File: src/design/mcpit_pkg.sv
`timescale 1ns / 1ps
// ----------------------------------------------------------------------------
// mcpit_pkg
// Types and constants shared by the poll interval timer modules.
// ----------------------------------------------------------------------------
package mcpit_pkg;

	localparam int NUM_CHANNELS_DEF = 8;
	localparam int MAX_RESULTS      = 8;
	localparam int OUT_DEPTH        = 2 * MAX_RESULTS;
	localparam int CH_FIELD_W       = 6;

	localparam logic [7:0] COUNT_MAX     = 8'hFF;
	localparam logic [7:0] MIN_IVL_RESET = 8'd1;

	localparam logic [1:0] MODE_TICK       = 2'd0;
	localparam logic [1:0] MODE_LEGACY_SET = 2'd1;
	localparam logic [1:0] MODE_SET        = 2'd2;
	localparam logic [1:0] MODE_REQUEST    = 2'd3;

	localparam logic CFG_MIN_INTERVAL   = 1'b0;
	localparam logic CFG_LEGACY_CHANNEL = 1'b1;

	localparam logic [1:0] OP_TICK = 2'd0;
	localparam logic [1:0] OP_SET  = 2'd1;
	localparam logic [1:0] OP_REQ  = 2'd2;

	typedef struct packed {
		logic [1:0] mode;
		logic [7:0] service;
		logic [7:0] max_ivl;
		logic       link_up;
	} in_word_t;

	typedef struct packed {
		logic [2:0] poll_channel;
		logic       last;
	} out_word_t;

	typedef struct packed {
		logic [1:0]            op;
		logic [CH_FIELD_W-1:0] ch;
		logic [7:0]            ivl;
		logic                  link;
	} cmd_t;

	typedef struct packed {
		logic valid;
		cmd_t cmd;
	} cmd_chan_t;

endpackage

File: src/design/multi_channel_poll_interval_timer.sv
`timescale 1ns / 1ps
// ----------------------------------------------------------------------------
// multi_channel_poll_interval_timer
// Per-channel minute counters that raise polls between a minimum and a
// maximum interval.
//
// Input words are pushed with push while full is low. A word is a minute
// tick, a set-interval (plain or legacy) or a poll request. Results are
// poll words, read while empty is low and taken with pop; the final poll
// caused by one input word carries last. Configuration (min_interval,
// legacy_channel) is written on the cfg channel, which is always ready.
// A two-entry command queue sits between the input side and the engine.
// The engine takes one command at a time: a set or a tick while stopped
// is done in ST_IDLE, a request goes through ST_REQ, and a running tick
// walks the channels in ST_WALK, one channel per cycle from the counter
// and interval RAMs, then ends in ST_FLUSH. A request's poll is written
// from ST_REQ; a tick's polls are written during the walk, each held
// until the next one fires; the last comes from ST_FLUSH. The engine starts a
// command only with room for a full burst of results in the result queue,
// so a stalled receiver backs up into the command queue and raises full.
// Reset clears all counters and intervals and leaves the timer stopped,
// with min_interval 1 and legacy_channel 0; no clearing pass is needed.
// ----------------------------------------------------------------------------
module multi_channel_poll_interval_timer #(
	parameter int NUM_CHANNELS = mcpit_pkg::NUM_CHANNELS_DEF
) (
	input  logic                 clk,
	input  logic                 arst_n,
	input  logic                 push,
	output logic                 full,
	input  mcpit_pkg::in_word_t  item,
	output logic                 empty,
	input  logic                 pop,
	output mcpit_pkg::out_word_t result,
	input  logic                 cfg_valid,
	output logic                 cfg_ready,
	input  logic                 cfg_index,
	input  logic [7:0]           cfg_data
);
	import mcpit_pkg::*;

	cmd_chan_t  cmd_chan;
	logic       cmd_pop;
	logic [7:0] min_interval;
	logic       out_room;
	logic       out_push;
	out_word_t  out_word;

	mcpit_front #(.NUM_CHANNELS(NUM_CHANNELS)) u_front (
		.clk          (clk),
		.arst_n       (arst_n),
		.push         (push),
		.full         (full),
		.item         (item),
		.cfg_valid    (cfg_valid),
		.cfg_ready    (cfg_ready),
		.cfg_index    (cfg_index),
		.cfg_data     (cfg_data),
		.min_interval (min_interval),
		.cmd_chan     (cmd_chan),
		.cmd_pop      (cmd_pop)
	);

	mcpit_back #(.NUM_CHANNELS(NUM_CHANNELS)) u_back (
		.clk          (clk),
		.arst_n       (arst_n),
		.min_interval (min_interval),
		.cmd_chan     (cmd_chan),
		.cmd_pop      (cmd_pop),
		.out_room     (out_room),
		.out_push     (out_push),
		.out_word     (out_word)
	);

	mcpit_out_fifo u_out_fifo (
		.clk    (clk),
		.arst_n (arst_n),
		.wr     (out_push),
		.wdata  (out_word),
		.room   (out_room),
		.empty  (empty),
		.pop    (pop),
		.rdata  (result)
	);

endmodule

File: src/design/mcpit_ram.sv
`timescale 1ns / 1ps
// ----------------------------------------------------------------------------
// mcpit_ram
// Generic single-write, single-read RAM with registered read data.
// ----------------------------------------------------------------------------
module mcpit_ram #(
	parameter int W = 8,
	parameter int D = 8
) (
	input  logic                              clk,
	input  logic                              we,
	input  logic [((D > 1) ? $clog2(D) : 1)-1:0] waddr,
	input  logic [W-1:0]                      wdata,
	input  logic [((D > 1) ? $clog2(D) : 1)-1:0] raddr,
	output logic [W-1:0]                      rdata
);
	logic [W-1:0] mem_q [D];

	always_ff @(posedge clk) begin
		if (we) begin
			mem_q[waddr] <= wdata;
		end
		rdata <= mem_q[raddr];
	end

endmodule

File: src/design/mcpit_front.sv
`timescale 1ns / 1ps
// ----------------------------------------------------------------------------
// mcpit_front
// Input side: config registers, word classification and a two-entry
// command queue toward the back end.
// ----------------------------------------------------------------------------
module mcpit_front #(
	parameter int NUM_CHANNELS = mcpit_pkg::NUM_CHANNELS_DEF
) (
	input  logic                 clk,
	input  logic                 arst_n,
	input  logic                 push,
	output logic                 full,
	input  mcpit_pkg::in_word_t  item,
	input  logic                 cfg_valid,
	output logic                 cfg_ready,
	input  logic                 cfg_index,
	input  logic [7:0]           cfg_data,
	output logic [7:0]           min_interval,
	output mcpit_pkg::cmd_chan_t cmd_chan,
	input  logic                 cmd_pop
);
	import mcpit_pkg::*;

	logic [7:0] min_interval_q;
	logic [2:0] legacy_channel_q;
	cmd_t       q_mem_q [2];
	logic       wr_ptr_q;
	logic       rd_ptr_q;
	logic [1:0] count_q;
	cmd_t       cmd_new;
	logic       keep;
	logic       accept;
	logic       do_pop;

	assign cfg_ready    = 1'b1;
	assign min_interval = min_interval_q;

	always_ff @(posedge clk or negedge arst_n) begin
		if (!arst_n) begin
			min_interval_q   <= MIN_IVL_RESET;
			legacy_channel_q <= '0;
		end else if (cfg_valid) begin
			case (cfg_index)
				CFG_MIN_INTERVAL:   min_interval_q   <= cfg_data;
				CFG_LEGACY_CHANNEL: legacy_channel_q <= cfg_data[2:0];
				default: ;
			endcase
		end
	end

	always_comb begin
		cmd_new.ivl  = item.max_ivl;
		cmd_new.link = item.link_up;
		cmd_new.op   = OP_TICK;
		cmd_new.ch   = '0;
		keep         = 1'b0;
		case (item.mode)
			MODE_TICK: begin
				keep = 1'b1;
			end
			MODE_LEGACY_SET: begin
				cmd_new.op = OP_SET;
				cmd_new.ch = CH_FIELD_W'(legacy_channel_q);
				keep       = 9'(legacy_channel_q) < 9'(NUM_CHANNELS);
			end
			MODE_SET: begin
				cmd_new.op = OP_SET;
				cmd_new.ch = CH_FIELD_W'(item.service);
				keep       = 9'(item.service) < 9'(NUM_CHANNELS);
			end
			MODE_REQUEST: begin
				cmd_new.op = OP_REQ;
				cmd_new.ch = CH_FIELD_W'(item.service);
				keep       = 9'(item.service) < 9'(NUM_CHANNELS);
			end
			default: ;
		endcase
	end

	assign full   = (count_q == 2'd2);
	assign accept = push && !full && keep;
	assign do_pop = cmd_pop && (count_q != 2'd0);

	assign cmd_chan.valid = (count_q != 2'd0);
	assign cmd_chan.cmd   = q_mem_q[rd_ptr_q];

	always_ff @(posedge clk) begin
		if (accept) begin
			q_mem_q[wr_ptr_q] <= cmd_new;
		end
	end

	always_ff @(posedge clk or negedge arst_n) begin
		if (!arst_n) begin
			wr_ptr_q <= 1'b0;
			rd_ptr_q <= 1'b0;
			count_q  <= 2'd0;
		end else begin
			if (accept) begin
				wr_ptr_q <= !wr_ptr_q;
			end
			if (do_pop) begin
				rd_ptr_q <= !rd_ptr_q;
			end
			count_q <= count_q + 2'(accept) - 2'(do_pop);
		end
	end

endmodule

File: src/design/mcpit_back.sv
`timescale 1ns / 1ps
// ----------------------------------------------------------------------------
// mcpit_back
// Command engine: holds per-channel counters and intervals in RAM and
// walks the channels one per cycle on a minute tick while running.
// ----------------------------------------------------------------------------
module mcpit_back #(
	parameter int NUM_CHANNELS = mcpit_pkg::NUM_CHANNELS_DEF
) (
	input  logic                 clk,
	input  logic                 arst_n,
	input  logic [7:0]           min_interval,
	input  mcpit_pkg::cmd_chan_t cmd_chan,
	output logic                 cmd_pop,
	input  logic                 out_room,
	output logic                 out_push,
	output mcpit_pkg::out_word_t out_word
);
	import mcpit_pkg::*;

	localparam int CH_W  = (NUM_CHANNELS > 1) ? $clog2(NUM_CHANNELS) : 1;
	localparam int N_W   = $clog2(MAX_RESULTS + 1);

	localparam logic [1:0] ST_IDLE  = 2'd0;
	localparam logic [1:0] ST_WALK  = 2'd1;
	localparam logic [1:0] ST_REQ   = 2'd2;
	localparam logic [1:0] ST_FLUSH = 2'd3;

	localparam logic [CH_W-1:0] LAST_CH = CH_W'(NUM_CHANNELS - 1);

	logic [1:0]              state_q;
	logic                    running_q;
	logic [NUM_CHANNELS-1:0] cnt_vld_q;
	logic [NUM_CHANNELS-1:0] ivl_vld_q;
	logic [CH_W-1:0]         idx_q;
	logic [N_W-1:0]          n_q;
	logic                    link_q;
	logic                    pend_vld_q;
	logic [2:0]              pend_ch_q;

	logic [CH_W-1:0] cmd_ch;
	logic [CH_W-1:0] rd_addr;
	logic [7:0]      cnt_rdata;
	logic [15:0]     ivl_rdata;
	logic            cnt_we;
	logic [CH_W-1:0] cnt_waddr;
	logic [7:0]      cnt_wdata;
	logic            ivl_we;
	logic [7:0]      cnt_cur;
	logic [7:0]      max_cur;
	logic [7:0]      min_cur;
	logic [7:0]      cnt_inc;
	logic [5:0]      idx_wide;
	logic [2:0]      idx_ch;
	logic            walk_fire;
	logic            req_fire;
	logic            start;

	assign cmd_ch   = cmd_chan.cmd.ch[CH_W-1:0];
	assign start    = (state_q == ST_IDLE) && cmd_chan.valid && out_room;
	assign cmd_pop  = start;
	assign idx_wide = 6'(idx_q);
	assign idx_ch   = idx_wide[2:0];

	assign cnt_cur = cnt_vld_q[idx_q] ? cnt_rdata : 8'd0;
	assign max_cur = ivl_vld_q[idx_q] ? ivl_rdata[15:8] : 8'd0;
	assign min_cur = ivl_vld_q[idx_q] ? ivl_rdata[7:0] : 8'd0;
	assign cnt_inc = (cnt_cur == COUNT_MAX) ? cnt_cur : cnt_cur + 8'd1;

	assign walk_fire = (max_cur != 8'd0) && (cnt_inc >= max_cur) && (cnt_inc >= min_cur)
		&& link_q && (n_q < N_W'(MAX_RESULTS));
	assign req_fire  = (cnt_cur >= min_cur) && link_q;

	always_comb begin
		rd_addr = '0;
		case (state_q)
			ST_IDLE: rd_addr = (cmd_chan.cmd.op == OP_REQ) ? cmd_ch : '0;
			ST_WALK: rd_addr = idx_q + CH_W'(1);
			default: rd_addr = '0;
		endcase
	end

	always_comb begin
		cnt_we    = 1'b0;
		cnt_waddr = idx_q;
		cnt_wdata = 8'd0;
		out_push  = 1'b0;
		out_word  = '0;
		ivl_we    = start && (cmd_chan.cmd.op == OP_SET);
		case (state_q)
			ST_WALK: begin
				if (max_cur != 8'd0) begin
					cnt_we    = 1'b1;
					cnt_wdata = walk_fire ? 8'd0 : cnt_inc;
				end
				if (walk_fire && pend_vld_q) begin
					out_push              = 1'b1;
					out_word.poll_channel = pend_ch_q;
					out_word.last         = 1'b0;
				end
			end
			ST_REQ: begin
				if (req_fire) begin
					cnt_we                = 1'b1;
					out_push              = 1'b1;
					out_word.poll_channel = idx_ch;
					out_word.last         = 1'b1;
				end
			end
			ST_FLUSH: begin
				if (pend_vld_q) begin
					out_push              = 1'b1;
					out_word.poll_channel = pend_ch_q;
					out_word.last         = 1'b1;
				end
			end
			default: ;
		endcase
	end

	mcpit_ram #(.W(8), .D(NUM_CHANNELS)) u_cnt_ram (
		.clk   (clk),
		.we    (cnt_we),
		.waddr (cnt_waddr),
		.wdata (cnt_wdata),
		.raddr (rd_addr),
		.rdata (cnt_rdata)
	);

	mcpit_ram #(.W(16), .D(NUM_CHANNELS)) u_ivl_ram (
		.clk   (clk),
		.we    (ivl_we),
		.waddr (cmd_ch),
		.wdata ({cmd_chan.cmd.ivl, min_interval}),
		.raddr (rd_addr),
		.rdata (ivl_rdata)
	);

	always_ff @(posedge clk) begin
		if (state_q == ST_WALK && walk_fire) begin
			pend_ch_q <= idx_ch;
		end
	end

	always_ff @(posedge clk or negedge arst_n) begin
		if (!arst_n) begin
			state_q    <= ST_IDLE;
			running_q  <= 1'b0;
			cnt_vld_q  <= '0;
			ivl_vld_q  <= '0;
			idx_q      <= '0;
			n_q        <= '0;
			link_q     <= 1'b0;
			pend_vld_q <= 1'b0;
		end else begin
			if (cnt_we) begin
				cnt_vld_q[cnt_waddr] <= 1'b1;
			end
			case (state_q)
				ST_IDLE: begin
					if (start) begin
						idx_q      <= '0;
						n_q        <= '0;
						pend_vld_q <= 1'b0;
						link_q     <= cmd_chan.cmd.link;
						case (cmd_chan.cmd.op)
							OP_TICK: begin
								if (running_q) begin
									state_q <= ST_WALK;
								end
							end
							OP_SET: begin
								ivl_vld_q[cmd_ch] <= 1'b1;
								if (cmd_chan.cmd.ivl == 8'd0) begin
									running_q <= 1'b0;
								end else if (!running_q) begin
									running_q <= 1'b1;
									cnt_vld_q <= '0;
								end
							end
							OP_REQ: begin
								idx_q   <= cmd_ch;
								state_q <= ST_REQ;
							end
							default: ;
						endcase
					end
				end
				ST_WALK: begin
					if (walk_fire) begin
						n_q        <= n_q + N_W'(1);
						pend_vld_q <= 1'b1;
					end
					if (idx_q == LAST_CH) begin
						state_q <= ST_FLUSH;
					end else begin
						idx_q <= idx_q + CH_W'(1);
					end
				end
				ST_REQ: begin
					state_q <= ST_IDLE;
				end
				ST_FLUSH: begin
					pend_vld_q <= 1'b0;
					state_q    <= ST_IDLE;
				end
				default: state_q <= ST_IDLE;
			endcase
		end
	end

endmodule

File: src/design/mcpit_out_fifo.sv
`timescale 1ns / 1ps
// ----------------------------------------------------------------------------
// mcpit_out_fifo
// Result queue; reports room for one full burst of tick results.
// ----------------------------------------------------------------------------
module mcpit_out_fifo (
	input  logic                 clk,
	input  logic                 arst_n,
	input  logic                 wr,
	input  mcpit_pkg::out_word_t wdata,
	output logic                 room,
	output logic                 empty,
	input  logic                 pop,
	output mcpit_pkg::out_word_t rdata
);
	import mcpit_pkg::*;

	localparam int PTR_W = $clog2(OUT_DEPTH);
	localparam int CNT_W = $clog2(OUT_DEPTH + 1);

	out_word_t        mem_q [OUT_DEPTH];
	logic [PTR_W-1:0] wr_ptr_q;
	logic [PTR_W-1:0] rd_ptr_q;
	logic [CNT_W-1:0] count_q;
	logic             do_pop;

	assign empty  = (count_q == '0);
	assign do_pop = pop && !empty;
	assign rdata  = mem_q[rd_ptr_q];
	assign room   = count_q <= CNT_W'(OUT_DEPTH - MAX_RESULTS);

	always_ff @(posedge clk) begin
		if (wr) begin
			mem_q[wr_ptr_q] <= wdata;
		end
	end

	always_ff @(posedge clk or negedge arst_n) begin
		if (!arst_n) begin
			wr_ptr_q <= '0;
			rd_ptr_q <= '0;
			count_q  <= '0;
		end else begin
			if (wr) begin
				wr_ptr_q <= wr_ptr_q + PTR_W'(1);
			end
			if (do_pop) begin
				rd_ptr_q <= rd_ptr_q + PTR_W'(1);
			end
			count_q <= count_q + CNT_W'(wr) - CNT_W'(do_pop);
		end
	end

endmodule

File: config.mk
export PLATFORM = sky130hd
export DESIGN_NAME = multi_channel_poll_interval_timer
export DESIGN_NICKNAME = d
export VERILOG_FILES = /design/src/design/mcpit_pkg.sv /design/src/design/multi_channel_poll_interval_timer.sv /design/src/design/mcpit_ram.sv /design/src/design/mcpit_front.sv /design/src/design/mcpit_back.sv /design/src/design/mcpit_out_fifo.sv
export SDC_FILE = /design/constraint.sdc
export NUM_CORES = 1
export LEC_CHECK = 0
export ABC_AREA = 1
export BUFFER_PORTS_ARGS = -buffer_cell sky130_fd_sc_hd__clkbuf_2
export CAP_MARGIN = 20
export CORE_MARGIN = 2
export CORE_UTILIZATION = 62
export DETAILED_ROUTE_END_ITERATION = 6
export GPL_TIMING_DRIVEN = 1
export HOLD_SLACK_MARGIN = 0.03
export MAX_ROUTING_LAYER = met4
export PLACE_DENSITY = 0.79
export SLEW_MARGIN = 20
export SYNTH_ARGS = -nofsm -noshare
export SYNTH_HDL_FRONTEND = slang
export SYNTH_SLANG_ARGS = --single-unit
File: constraint.sdc
create_clock -name clk -period 5.25 [get_ports clk]
set_input_delay 0.2625 -clock clk [delete_from_list [all_inputs] [get_ports clk]]
set_output_delay 0.2625 -clock clk [all_outputs]
set_load 0.02 [all_outputs]
==> impl.org <==
** Status
- Run status :: finished clean

** Drt
- Remaining antenna violation count :: 0
- Post-route DRC :: 0
- Final Routed Wirelength :: 33300 um
- After detailed routing, the average wire length per cell comes to 18.9 um.
- For this block, the via count after detailed routing is 10300.
- Dividing the detail-routed via count by the number of cells gives 5.83.
- After the first detailed-routing iteration, the DRC count stood at 1187.
- The first detailed-routing pass took 6 iterations.

** Global route
- In the global route stage, overall resource usage came out at 26.3%.
- Entering global routing, the biggest net connects 97 pins.
- Global-route congestion overflow total :: 0
- Initial antenna violation count :: 0
- The first global-routing pass estimated between 50000 and 60000 um of wire.
- The number of global-route vias before repair is just over 10000.

** Floorplanning
- From bottom edge to top edge, the die measures 164 um.
- Area of the die :: 27000 sq um
- Initial cell density of the core :: 63.3%
- Top-Level Pins :: 40
- The floorplan step set the die width to approximately 160 um.
- The total area inside the core boundary comes to roughly 25000 sq um.
- Number of standard-cell rows in the floorplan :: 58

** Final layout
- Design area :: 17800 sq um
- For this run, the number of standard cells in the final layout without fillers is about 1800.
- Antenna diodes :: 0
- Area Growth Syn to Fin :: 12.0%
- The net count of the finished layout is between 1000 and 1500.
- In the final layout, the share of cells above drive strength 1 is 14.2%.
- Fill cell count :: 1655

** Critical path
- Critical path peak fanout :: 7
- Crit path kind :: flop to flop
- STA classifies the critical path endpoint as a flop.
- Kind of start point of the critical path :: flop
- The most critical setup path has its startpoint at u_back.cnt_waddr[0].
- In this run the critical register-to-register path is captured at u_out_fifo.count_q[4].
- The worst register-to-register path begins at u_back.cnt_waddr[0].
- STA puts the critical path data arrival time at 5.29 ns.
- Worst endpoint required time :: between 5 and 6 ns
- Cell count of the worst reg-to-reg path :: 35
- Cell with the largest stage delay on the worst path :: sky130_fd_sc_hd__dfrtp_2
- CP peak stage delay :: just over 0.4 ns
- Cell seen most often among critical-path stages :: sky130_fd_sc_hd__nand2_1
- Flop-to-flop setup slack :: 0.40 ns

** Synth
- Library cells used by synthesis :: 55
- Xor/xnor share of the synthesized area :: 0.880%
- The portion of synthesized area spent on multiplexers is 2.74%.
- The average instance in the mapped netlist occupies approximately 12 sq um.
- Summing the sequential cell areas from Yosys gives 65.9% of the chip area.
- In the post-synthesis netlist, the cell with the most instances is sky130_fd_sc_hd__edfxtp_1.
- The synthesized netlist devotes 9.50% of its cell area to compound gates.
- Synth Register Bits :: 367
- Share of synthesized cell area in full adder, half adder and majority cells :: 4.21%
- Warnings from Yosys :: 0
- Synthesis produced 1348 cells.
- Primary flip-flop cell chosen by synthesis mapping :: sky130_fd_sc_hd__edfxtp_1
- Summing the areas of all and, or, nand and nor instances in the mapped netlist gives 12.1% of the synthesized area.
- Counting flops with an async set or reset pin after synthesis yields a share of 15.3%.
- Largest area contributor in the synthesized netlist :: sky130_fd_sc_hd__edfxtp_1
- Post-synth EDFFs :: 287
- After synthesis, the most frequently instantiated cells are 287 x sky130_fd_sc_hd__edfxtp_1, 179 x sky130_fd_sc_hd__nor2_1, 176 x sky130_fd_sc_hd__nand2_1.
- Cell area after synthesis :: 15900 sq um
- Synthesis produced a netlist with a net count of 1434.
- Of the post-synthesis cell area, the dominant cell type holds 54.1%.
- By area, the combinational part of the netlist is dominated by simple AND/OR/NAND/NOR gates.
- Biggest area contributors in the synthesized netlist :: sky130_fd_sc_hd__edfxtp_1 54%, sky130_fd_sc_hd__dfrtp_1 8.6%, sky130_fd_sc_hd__nor2_1 4.2%

** Clock network
- The clock tree synthesis step divided the H-tree into 2 levels.
- In this run the clock root is driven by a sky130_fd_sc_hd__clkbuf_16.
- Maximum root-to-sink buffer count :: 3
- TritonCTS Sinks :: 367
- TritonCTS created 36 clock buffers.
- The later pin in the worst-skew pair is clocked with a latency of ~0.52 ns.
- Clock-pin slew reported for the worst setup and hold paths after clock tree synthesis :: 0.07 ns
- TritonCTS clock tree :: yes

** Timing
- Max-slew violation total from the final report :: 0
- Upper clock frequency limit :: between 0.2 and 0.25 GHz
- The number of endpoints with negative hold slack in the final report is 0.
- Setup-failing EPs final :: 0
- At the pin with the least slew margin, the transition time is 1.08 ns.
- Of the available clock period, the critical path in the final layout requires 92.4%.
- Relative max-transition margin :: 28.1%
- Final TNS setup :: 0 ns
- After layout, the minimum clock period comes to 4.85 ns.
- Setup Skew :: around 0.021 ns
- Setup repair after global routing left no endpoint under its margin.

** Pwr
- Pwr Density :: 584 nW/um^2
- Across the VDD grid, the largest voltage drop is just over 400 uV.
- Leak :: between 7 and 8 nW

** Flow run
- Max Cap Viol :: 0

** Min path
- Min-Delay Startpoint :: cfg_data[2]
- In this run the worst hold path is classified as input pin to flop.
- For hold timing, the worst endpoint is u_front.min_interval[2].
- Worst Hold Path Cells :: 3

** Place
- Including well taps, the total number of placed cells is around 1700.
- Dpl hpwl :: 19600 um
- Routability-driven placement finished with a final weighted congestion of approximately 0.9.
- IO buf count :: 38
- The placed instances occupy a cell area of 16400 sq um.
## worst max-delay path, delay by kind of cell (launching register included)
family / cells / cell delay [ns]
simple gates: 21 / 2.21
fa+ha+maj: 4 / 1.05
buf+inv: 5 / 0.53
flops: 1 / 0.41
compound gates: 4 / 0.39
xor+xnor: 1 / 0.15
## per-stage QoR
step / power (W) / hold slack [ns] / util (%) / setup slack, ns
global placement: 0.00748 / 0.448 / 65.0 / 0.544
global route: 0.0111 / 0.0598 / 70.9 / 0.00210
detailed placement: 0.00761 / 0.454 / 65.0 / 0.299
finish: 0.0104 / 0.0459 / 70.9 / 0.401
floorplan: 0.00673 / -0.0331 / - / 0.990
CTS: 0.0104 / 0.0364 / 70.7 / 0.178
## area by class of cell
class,instances,area (sq um),area share (%)
Sequential cell,367,10500,58.9
Multi-Input combinational cell,818,4720,26.5
Clock buffer,53,1060,5.92
Timing Repair Buffer,77,520,2.92
Tap cell,330,413,2.31
Inverter,108,408,2.29
Clock inverter,12,221,1.24
## registers in the layout (all words and copies together) (netlist names), 3 cells and up
| register | flops |
|---|---|
| u_front.min_interval | 8 |
| u_front.legacy_channel_q | 3 |
| u_back.cnt_vld_q | 8 |
| u_out_fifo.rd_ptr_q | 4 |
| u_back.n_q | 4 |
| u_back.cnt_waddr | 3 |
| u_out_fifo.count_q | 5 |
| u_front.q_mem_q | 28 |
| u_back.u_ivl_ram.rdata | 16 |
| u_out_fifo.mem_q | 64 |
| u_back.u_cnt_ram.rdata | 8 |
| u_back.pend_ch_q | 3 |
| u_back.u_ivl_ram.mem_q | 128 |
| u_back.u_cnt_ram.mem_q | 64 |
| u_back.ivl_vld_q | 8 |
| u_out_fifo.wr_ptr_q | 4 |
## how the worst max path moves through the flow
stage | to | slack (ns) | cells past startpoint
final | u_out_fifo.count_q[4] | 0.40 | 35
after global placement | u_out_fifo.count_q[4] | 0.54 | 33
after global routing | u_out_fifo.count_q[4] | 0.002 | 35
after detailed placement | u_out_fifo.count_q[4] | 0.30 | 33
after CTS | u_out_fifo.count_q[4] | 0.18 | 33
after floorplan | u_out_fifo.count_q[4] | 0.99 | 34
## power breakdown
part | switching, W | leakage [nW] | internal, W
clock network | 0.00104 | 0.627 | 0.00170
logic | 0.00251 | 2.80 | 0.00127
registers | 0.000276 | 3.63 | 0.00363
## per-layer routing
metal	part of all wire (%)	routed length, um	vias up	track usage [%]
met5	0	0	-	-
met4	2.5	824	0	8.69
met3	6.6	2210	68	3.26
met2	50	16800	424	44.2
met1	40	13500	4928	33.5
li1	-	-	4867	-
## kinds of logic after synthesis
| group | after synthesis |
|---|---|
| DFF | 367 |
| buffers and inverters | 163 |
| adders and majority gates | 53 |
| muxes | 40 |
| other | 1 |
| AOI/OAI and AO/OA | 264 |
| xor gates and xnor gates | 16 |
| and+or+nand+nor | 444 |
## timing repair
action | 4_1_cts | 5_1_grt
hold buffers | 16 | 0
endpoints found under the hold margin | 80 | 0
setup endpoints to repair | 0 | 91
resized for setup | 0 | 11
buffers inserted | 0 | 2
## cells in the final DEF, fill, tap and decap left out, types with 7 or more instances in the layout
master                          synthesis  layout
sky130_fd_sc_hd__edfxtp_1             287     287
sky130_fd_sc_hd__nor2_1               179     178
sky130_fd_sc_hd__nand2_1              176     176
sky130_fd_sc_hd__o21ai_0              130     130
sky130_fd_sc_hd__inv_1                100      98
sky130_fd_sc_hd__dfrtp_1               55      53
sky130_fd_sc_hd__ha_1                  52      51
sky130_fd_sc_hd__o22ai_1               48      48
sky130_fd_sc_hd__clkbuf_2               0      39
sky130_fd_sc_hd__clkbuf_16              0      38
sky130_fd_sc_hd__a21oi_1               33      33
sky130_fd_sc_hd__mux2_2                29      29
sky130_fd_sc_hd__nand3_1               26      26
sky130_fd_sc_hd__dfxtp_1               24      24
sky130_fd_sc_hd__buf_4                  4      22
sky130_fd_sc_hd__dlygate4sd3_1          0      16
sky130_fd_sc_hd__o21ai_1               14      14
sky130_fd_sc_hd__nor2_4                10      13
sky130_fd_sc_hd__xor2_1                13      13
sky130_fd_sc_hd__mux2i_1               11      11
sky130_fd_sc_hd__o221ai_1              11      11
sky130_fd_sc_hd__nand2_2               11      10
sky130_fd_sc_hd__clkbuf_1              27      10
sky130_fd_sc_hd__inv_2                  7       9
sky130_fd_sc_hd__nor3_1                 9       9
sky130_fd_sc_hd__nand4_1                7       7
Note: power is estimated with default switching activity, not from simulation.
